**src/urpa_pkg.sv**
```systemverilog
// ----------------------------------------------------------------------------
// urpa_pkg
// Types, codes and helpers shared by the root port attach sequencer.
// ----------------------------------------------------------------------------
`default_nettype none

package urpa_pkg;

	localparam int unsigned TICK_W  = 16;
	localparam int unsigned LINE_W  = 3;
	localparam int unsigned CODE_W  = 4;
	localparam int unsigned CIDX_W  = 2;
	localparam int unsigned IDATA_W = 8;
	localparam int unsigned ODATA_W = 16;

	localparam logic [LINE_W-1:0] LINE_SE0  = 3'd0;
	localparam logic [LINE_W-1:0] LINE_SE1  = 3'd1;
	localparam logic [LINE_W-1:0] LINE_LOW  = 3'd2;
	localparam logic [LINE_W-1:0] LINE_FULL = 3'd3;

	localparam logic OP_POLL = 1'b0;
	localparam logic OP_TICK = 1'b1;

	localparam logic [CIDX_W-1:0] REG_SETTLE     = 2'd0;
	localparam logic [CIDX_W-1:0] REG_SOF_SETTLE = 2'd1;
	localparam logic [CIDX_W-1:0] REG_RECOVER    = 2'd2;

	localparam logic [TICK_W-1:0] SETTLE_RESET     = 16'd200;
	localparam logic [TICK_W-1:0] SOF_SETTLE_RESET = 16'd200;
	localparam logic [TICK_W-1:0] RECOVER_RESET    = 16'd20;

	localparam logic [CODE_W-1:0] CODE_WAITDEV = 4'd0;
	localparam logic [CODE_W-1:0] CODE_INIT    = 4'd1;
	localparam logic [CODE_W-1:0] CODE_ILLEGAL = 4'd2;
	localparam logic [CODE_W-1:0] CODE_SETTLE  = 4'd3;
	localparam logic [CODE_W-1:0] CODE_RESET   = 4'd4;
	localparam logic [CODE_W-1:0] CODE_WAITRST = 4'd5;
	localparam logic [CODE_W-1:0] CODE_WAITSOF = 4'd6;
	localparam logic [CODE_W-1:0] CODE_RECOVER = 4'd7;
	localparam logic [CODE_W-1:0] CODE_CONFIG  = 4'd8;
	localparam logic [CODE_W-1:0] CODE_RUNNING = 4'd9;

	typedef enum logic [9:0] {
		ST_WAITDEV = 10'b00_0000_0001,
		ST_INIT    = 10'b00_0000_0010,
		ST_ILLEGAL = 10'b00_0000_0100,
		ST_SETTLE  = 10'b00_0000_1000,
		ST_RESET   = 10'b00_0001_0000,
		ST_WAITRST = 10'b00_0010_0000,
		ST_WAITSOF = 10'b00_0100_0000,
		ST_RECOVER = 10'b00_1000_0000,
		ST_CONFIG  = 10'b01_0000_0000,
		ST_RUNNING = 10'b10_0000_0000
	} seq_state_t;

	typedef struct packed {
		logic              opcode;
		logic [LINE_W-1:0] line_state;
		logic              reset_busy;
		logic              frame_seen;
	} item_t;

	typedef struct packed {
		logic [TICK_W-1:0] settle_ticks;
		logic [TICK_W-1:0] sof_settle_ticks;
		logic [TICK_W-1:0] recover_ticks;
	} cfg_t;

	typedef struct packed {
		seq_state_t        seq;
		logic              speed;
		logic [TICK_W-1:0] delay;
	} ctx_t;

	typedef struct packed {
		logic [CODE_W-1:0] port_state;
		logic              low_speed;
		logic              remove_devices;
		logic              issue_bus_reset;
		logic              enable_sof;
		logic              add_device;
		logic              waiting;
	} result_t;

	function automatic logic [CODE_W-1:0] state_code(input seq_state_t s);
		logic [CODE_W-1:0] c;
		unique case (s)
			ST_WAITDEV: c = CODE_WAITDEV;
			ST_INIT:    c = CODE_INIT;
			ST_ILLEGAL: c = CODE_ILLEGAL;
			ST_SETTLE:  c = CODE_SETTLE;
			ST_RESET:   c = CODE_RESET;
			ST_WAITRST: c = CODE_WAITRST;
			ST_WAITSOF: c = CODE_WAITSOF;
			ST_RECOVER: c = CODE_RECOVER;
			ST_CONFIG:  c = CODE_CONFIG;
			ST_RUNNING: c = CODE_RUNNING;
			default:    c = CODE_WAITDEV;
		endcase
		return c;
	endfunction

endpackage : urpa_pkg

`default_nettype wire

```
**src/urpa_cfg_regs.sv**
```systemverilog
// ----------------------------------------------------------------------------
// urpa_cfg_regs
// Delay configuration registers written through the plain write port.
// ----------------------------------------------------------------------------
`default_nettype none

module urpa_cfg_regs import urpa_pkg::*; (
	input  wire logic              clk,
	input  wire logic              arst_n,
	input  wire logic              cfg_we,
	input  wire logic [CIDX_W-1:0] cfg_index,
	input  wire logic [TICK_W-1:0] cfg_wdata,
	output cfg_t                   cfg
);

	cfg_t cfg_q;

	always_ff @(posedge clk or negedge arst_n) begin
		if (!arst_n) begin
			cfg_q.settle_ticks     <= SETTLE_RESET;
			cfg_q.sof_settle_ticks <= SOF_SETTLE_RESET;
			cfg_q.recover_ticks    <= RECOVER_RESET;
		end else if (cfg_we) begin
			unique case (cfg_index)
				REG_SETTLE:     cfg_q.settle_ticks     <= cfg_wdata;
				REG_SOF_SETTLE: cfg_q.sof_settle_ticks <= cfg_wdata;
				REG_RECOVER:    cfg_q.recover_ticks    <= cfg_wdata;
				default: begin
				end
			endcase
		end
	end

	assign cfg = cfg_q;

endmodule : urpa_cfg_regs

`default_nettype wire

```
**src/urpa_step.sv**
```systemverilog
// ----------------------------------------------------------------------------
// urpa_step
// Next-state and result logic for one poll or tick item.
// ----------------------------------------------------------------------------
`default_nettype none

module urpa_step import urpa_pkg::*; (
	input  wire item_t item,
	input  wire ctx_t  ctx,
	input  wire cfg_t  cfg,
	output ctx_t    ctx_next,
	output result_t res
);

	always_comb begin
		seq_state_t        st;
		logic              spd;
		logic [TICK_W-1:0] dly;
		logic              done;
		logic              detached;
		logic              rm;
		logic              rst;
		logic              sof;
		logic              add;

		st       = ctx.seq;
		spd      = ctx.speed;
		dly      = ctx.delay;
		done     = 1'b0;
		rm       = 1'b0;
		rst      = 1'b0;
		sof      = 1'b0;
		add      = 1'b0;
		detached = (ctx.seq == ST_WAITDEV) || (ctx.seq == ST_INIT) || (ctx.seq == ST_ILLEGAL);

		if (item.opcode == OP_TICK) begin
			if (dly != '0) begin
				dly = dly - TICK_W'(1);
			end
		end else if (dly == '0) begin
			case (item.line_state) inside
				LINE_SE0: begin
					if (!detached) begin
						st = ST_INIT;
					end
				end
				LINE_SE1: st = ST_ILLEGAL;
				LINE_LOW, LINE_FULL: begin
					spd = (item.line_state == LINE_LOW);
					if (detached) begin
						st   = ST_SETTLE;
						done = 1'b1;
					end
				end
				default: begin
				end
			endcase
			if (!done) begin
				unique case (st)
					ST_INIT: begin
						rm = 1'b1;
						st = ST_WAITDEV;
					end
					ST_SETTLE: begin
						dly = cfg.settle_ticks;
						st  = ST_RESET;
					end
					ST_RESET: begin
						rst = 1'b1;
						st  = ST_WAITRST;
					end
					ST_WAITRST: begin
						if (!item.reset_busy) begin
							sof = 1'b1;
							st  = ST_WAITSOF;
						end
					end
					ST_WAITSOF: begin
						if (item.frame_seen) begin
							dly = cfg.sof_settle_ticks;
							st  = ST_RECOVER;
						end
					end
					ST_RECOVER: begin
						dly = cfg.recover_ticks;
						st  = ST_CONFIG;
					end
					ST_CONFIG: begin
						add = 1'b1;
						st  = ST_RUNNING;
					end
					default: begin
					end
				endcase
			end
		end

		ctx_next.seq   = st;
		ctx_next.speed = spd;
		ctx_next.delay = dly;

		res.port_state      = state_code(st);
		res.low_speed       = spd;
		res.remove_devices  = rm;
		res.issue_bus_reset = rst;
		res.enable_sof      = sof;
		res.add_device      = add;
		res.waiting         = (dly != '0);
	end

endmodule : urpa_step

`default_nettype wire

```
**src/usb_root_port_attach_sequencer.sv**
```systemverilog
// ----------------------------------------------------------------------------
// usb_root_port_attach_sequencer
// Walks a USB host root port from detach through bus reset to running.
// ----------------------------------------------------------------------------
// Every input item, a poll or a millisecond tick, gives exactly one result
// item. An item is latched into an input register, evaluated against the
// sequencer state and placed in the output register, where its result is
// offered; the evaluation waits while the output register is still full, and
// one item is taken every cycle as long as the output side keeps up. Delays
// are counted in ticks loaded from the configuration registers; polls that
// arrive while the delay counter is nonzero change nothing and carry no pulses.
`default_nettype none

module usb_root_port_attach_sequencer import urpa_pkg::*; (
	input  wire logic               clk,
	input  wire logic               arst_n,
	input  wire logic               s_tvalid,
	output logic                    s_tready,
	// line_state[2:0], reset_busy[3], frame_seen[4], zero fill [7:5]
	input  wire logic [IDATA_W-1:0] s_tdata,
	// opcode[0]
	input  wire logic               s_tuser,
	output logic                    m_tvalid,
	input  wire logic               m_tready,
	// port_state[3:0], low_speed[4], remove_devices[5], issue_bus_reset[6],
	// enable_sof[7], add_device[8], waiting[9], zero fill [15:10]
	output logic [ODATA_W-1:0]      m_tdata,
	input  wire logic               cfg_we,
	input  wire logic [CIDX_W-1:0]  cfg_index,
	input  wire logic [TICK_W-1:0]  cfg_wdata
);

	cfg_t    cfg;
	item_t   item_s1;
	logic    valid_s1;
	logic    valid_s2;
	result_t res_s2;
	ctx_t    ctx_q;
	ctx_t    ctx_next;
	result_t res;
	logic    out_free;
	logic    step;

	urpa_cfg_regs u_cfg (
		.clk       (clk),
		.arst_n    (arst_n),
		.cfg_we    (cfg_we),
		.cfg_index (cfg_index),
		.cfg_wdata (cfg_wdata),
		.cfg       (cfg)
	);

	urpa_step u_step (
		.item     (item_s1),
		.ctx      (ctx_q),
		.cfg      (cfg),
		.ctx_next (ctx_next),
		.res      (res)
	);

	assign out_free = !valid_s2 || m_tready;
	assign step     = valid_s1 && out_free;
	assign s_tready = !valid_s1 || out_free;

	always_ff @(posedge clk or negedge arst_n) begin
		if (!arst_n) begin
			valid_s1 <= 1'b0;
		end else if (s_tready) begin
			valid_s1 <= s_tvalid;
		end
	end

	always_ff @(posedge clk) begin
		if (s_tready && s_tvalid) begin
			item_s1.opcode     <= s_tuser;
			item_s1.line_state <= s_tdata[2:0];
			item_s1.reset_busy <= s_tdata[3];
			item_s1.frame_seen <= s_tdata[4];
		end
	end

	always_ff @(posedge clk or negedge arst_n) begin
		if (!arst_n) begin
			ctx_q.seq   <= ST_WAITDEV;
			ctx_q.speed <= 1'b0;
			ctx_q.delay <= '0;
			valid_s2    <= 1'b0;
		end else begin
			if (step) begin
				ctx_q <= ctx_next;
			end
			if (out_free) begin
				valid_s2 <= valid_s1;
			end
		end
	end

	always_ff @(posedge clk) begin
		if (step) begin
			res_s2 <= res;
		end
	end

	assign m_tvalid = valid_s2;
	assign m_tdata  = {6'd0, res_s2.waiting, res_s2.add_device, res_s2.enable_sof,
		res_s2.issue_bus_reset, res_s2.remove_devices, res_s2.low_speed,
		res_s2.port_state};

endmodule : usb_root_port_attach_sequencer

`default_nettype wire

```
**config.mk**
```make
export PLATFORM = sky130hd
export DESIGN_NAME = usb_root_port_attach_sequencer
export DESIGN_NICKNAME = d
export VERILOG_FILES = /design/src/urpa_pkg.sv /design/src/urpa_cfg_regs.sv /design/src/urpa_step.sv /design/src/usb_root_port_attach_sequencer.sv
export SDC_FILE = /design/constraint.sdc
export NUM_CORES = 1
export LEC_CHECK = 0
export ABC_CLOCK_PERIOD_IN_PS = 7400
export BUFFER_PORTS_ARGS = -buffer_cell sky130_fd_sc_hd__buf_2
export CAP_MARGIN = 5
export CORE_UTILIZATION = 59
export CTS_BUF_LIST = sky130_fd_sc_hd__clkbuf_8
export CTS_CLUSTER_DIAMETER = 60
export DETAILED_ROUTE_END_ITERATION = 16
export PLACE_DENSITY = 0.88
export SLEW_MARGIN = 20
export SYNTH_ARGS = -nofsm -noshare
export SYNTH_HDL_FRONTEND = slang
export SYNTH_SLANG_ARGS = --single-unit
```
**constraint.sdc**
```tcl
create_clock -name clk -period 7.4 [get_ports clk]
set_clock_uncertainty 0.2 [all_clocks]
set_input_delay 1.48 -clock clk [delete_from_list [all_inputs] [get_ports clk]]
set_output_delay 1.48 -clock clk [all_outputs]
set_load 0.02 [all_outputs]
```
==> flow_summary.toml <==
[yosys]
async_flop_share_pct = 82.8
ys_warn_count = 0
synth_edf_count = 16
synth_top_area_cell = "dfrtp_1"
synth_ff_type = "dfrtp_1"
synth_seq_cells = 93
synthTopCellsByArea = "dfrtp_1 32%, mux2_2 13%, edfxtp_1 9.1%, dfstp_2 4.5%, o21ai_0 3.2%"
synth_top_area_share_pct = 32.2
netlist_instances = 509
syn-cell-area_mm2 = 0.00528
ys_seq_area_share_pct = 45.8
yosysMostFrequentCell = "dfrtp_1"
synthTopCellsByCount = "68 x dfrtp_1, 59 x mux2_2, 43 x nand2_1, 34 x o21ai_0, 30 x nor2_1"
syn_avg_cell_area_um2 = 10.4
ys_types = 78

[sta]
worst_pin_slew_ps = 1000
fin_setup_tns_ps = 0
hold_viol = 0
period_share_pct = 59.7
finalMaxSlewViolations = 0
rsz0062_at_grt = "false"
slew_headroom_pct = 32.6
setup_viol = 0
fin_crit_ps = 4420
fmax_mhz = 226
setup_slack_ps = 2980

[critical_path]
r2r-start = "ctx_q[21]"
crit_chain = "nor2_1 > nand3_1 > o31ai_1 > nor3_1 > buf_4 > a222oi_1 > nor3_1 > a211oi_1 > nand4_1 > nor4_1 > nand4_1"
critPathSlowestCell = "o31ai_1"
worstSetupEndpointType = "register"
cp.arrival_ps = 4300
cp_top_family = "simple AND/OR/NAND/NOR gates"
slowest_delay_ps = 690
crit_path_max_fanout = 12
reg2reg_slack_ps = 2980
crit_buf_inv = 1
cp_data_required_time_ps = 7280
critPathKind = "register to register"
worstReg2RegEnd = "m_tdata[9]"
reg2regPathDepth = 11
critPathLaunchType = "register"

[placed_design]
numPortBuffers = 40
place_ws_ps = 3090
place_congestion = 0.903
hpwl_mm = 8.96

[final_layout]
diodes = 0
drive_gt1_share_pct = 28.1
area_growth_pct = 7.82
fill_cells = 668
fin_nets = 572

[route]
wl_met3_um = 796
route.detailed.drc = 1
post_drt_wl_per_cell_um = 19.5
drtIter0Drc = 364
dr.pass1.iters = 11
dr_total_vias = 4297
viasPerCell = 6.59
postRouteAntennaNets = 0
drt_wl_total_mm = 12.7
wl_met2_mm = 6.49
dr.max_layer_used = "met4"
met1_length_mm = 5.10

[clock_network]
cts_buffers = 9
cts_tree = "yes"
insertion_delay_ps = 370
clock_sinks = 93
cts_hold_buffers = 0
cts_resized = 0
clock_path_buffers = 2
cts_setup_buffers = 0
htree_levels = 3
cts_root_buf = "clkbuf_8"
clk_pin_slew_ps = 100

[grt]
grt_max_degree = 78
grt_usage_pct = 28.5
antenna_found_initial = 0
grt_pass1_vias = 4195
globalRouteOverflowTotal = 0
grt_pass1_wl_mm = 21.4

[worst_hold_path]
holdPathEnd = "m_tvalid"
hold_path.class = "register to register"
hold_start = "valid_s1"
holdPathStages = 1

[die]
start_util_pct = 60.9
die-area_mm2 = 0.00933
io_pins = 50
fp-row-count = 34
die_w_um = 96.6
core_mm2 = 0.00868
die_h_um = 96.6

[power]
power_density_mw_per_mm2 = 310
ir_drop_mv = 0.197
p_leak_nw = 2.25

[run_status]
violations = "design-rule violations"
status = "finished with violations"

[flow_run]
max_cap_violations = 0
-- how the worst max path moves through the flow --
stage                          from  cells past startpoint         end  slack [ps]
after CTS                 ctx_q[21]                     11  m_tdata[9]        3060
final                     ctx_q[21]                     11  m_tdata[9]        2980
after floorplan           ctx_q[25]                     11  m_tdata[0]        3940
after detailed placement  ctx_q[21]                     11  m_tdata[9]        3090
after global routing      ctx_q[21]                     11  m_tdata[9]        2630
after global placement    ctx_q[21]                     11  m_tdata[9]        3090
-- cell type report --
| class | count | area (um2) | share of cell area, % |
|---|---|---|---|
| tap | 108 | 135 | 2.37 |
| multi-input combinational | 382 | 2690 | 47.2 |
| timing repair buffer | 47 | 253 | 4.44 |
| inverter | 6 | 22.5 | 0.396 |
| clock buffer | 9 | 124 | 2.18 |
| clock inverter | 7 | 56.3 | 0.989 |
| sequential | 93 | 2420 | 42.5 |
-- layer usage --
metal,track usage (%),vias up
li1,-,1990
met1,36.2,2096
met2,48.8,177
met3,4.99,34
met4,10.4,0
met5,0,-
-- worst register-to-register path, stage by stage (launching register included) --
cell and delay [ps]:
dfrtp_1 510, nor2_1 500, nand3_1 300, o31ai_1 690, nor3_1 340, buf_4 280
a222oi_1 360, nor3_1 90, a211oi_1 300, nand4_1 170, nor4_1 240, nand4_1 160
-- metrics by stage --
stage | util, % | instance area [um2] | power [mW] | hold slack, ps | cells
6_report | 65.6 | 5690 | 1.77 | 319 | 652
5_1_grt | 65.6 | 5690 | 1.88 | 335 | 652
4_1_cts | 65.6 | 5690 | 1.76 | 317 | 652
3_5_place_dp | 63.5 | 5510 | 1.43 | 290 | 636
3_3_place_gp | 63.5 | 5510 | 1.39 | 270 | 636
2_1_floorplan | - | 5300 | 1.28 | 257 | 514
-- flip-flops by register name, indices dropped and copies added, names as in the netlist --
| signal | count |
|---|---|
| u_cfg.cfg | 48 |
| ctx_q | 27 |
| m_tdata | 10 |
| item_s1 | 6 |
| m_tvalid | 1 |
| valid_s1 | 1 |
-- where the power goes --
group          switching (mW)  internal, mW  total [mW]
sequential              0.146         0.643       0.789
clock                   0.197         0.127       0.325
combinational           0.369         0.284       0.653
total                   0.712          1.05        1.77
-- cell families after synthesis --
family / after synthesis / synth area share [%]
AOI/OAI and AO/OA: 131 / 17.8
xor gates and xnor gates: 8 / 1.33
adders and majority gates: 1 / 0.237
buffers and inverters: 39 / 3.81
DFF: 93 / 45.8
muxes: 60 / 12.8
other: 1 / 0.0710
and+or+nand+nor: 176 / 18.1
-- placed cells by master, fill, tap and decap left out, types with 3 or more instances in the layout --
master and count:
o21a_1 6, a21oi_1 16, nor2_1 30, o31ai_1 5
nand3_1 13, a31o_2 3, clkbuf_8 9, or2_2 5
inv_6 3, a211oi_1 5, nor3_1 12, nand2b_1 12
and2_1 5, or4_1 5, nand3b_1 5, xnor2_1 5
a222oi_1 14, nor2b_1 6, o211ai_1 6, conb_1 6
a22oi_1 5, o21ai_0 34, nand4_1 4, mux2_2 59
inv_1 6, buf_2 40, o31a_1 3, nand2_1 43
buf_4 7, dfstp_2 9, edfxtp_1 16, a21o_1 3
dfrtp_1 68, or3_1 4, xor2_1 3, a31oi_1 6
nor4_1 12
No activity file was read; power rests on OpenSTA's default activity.
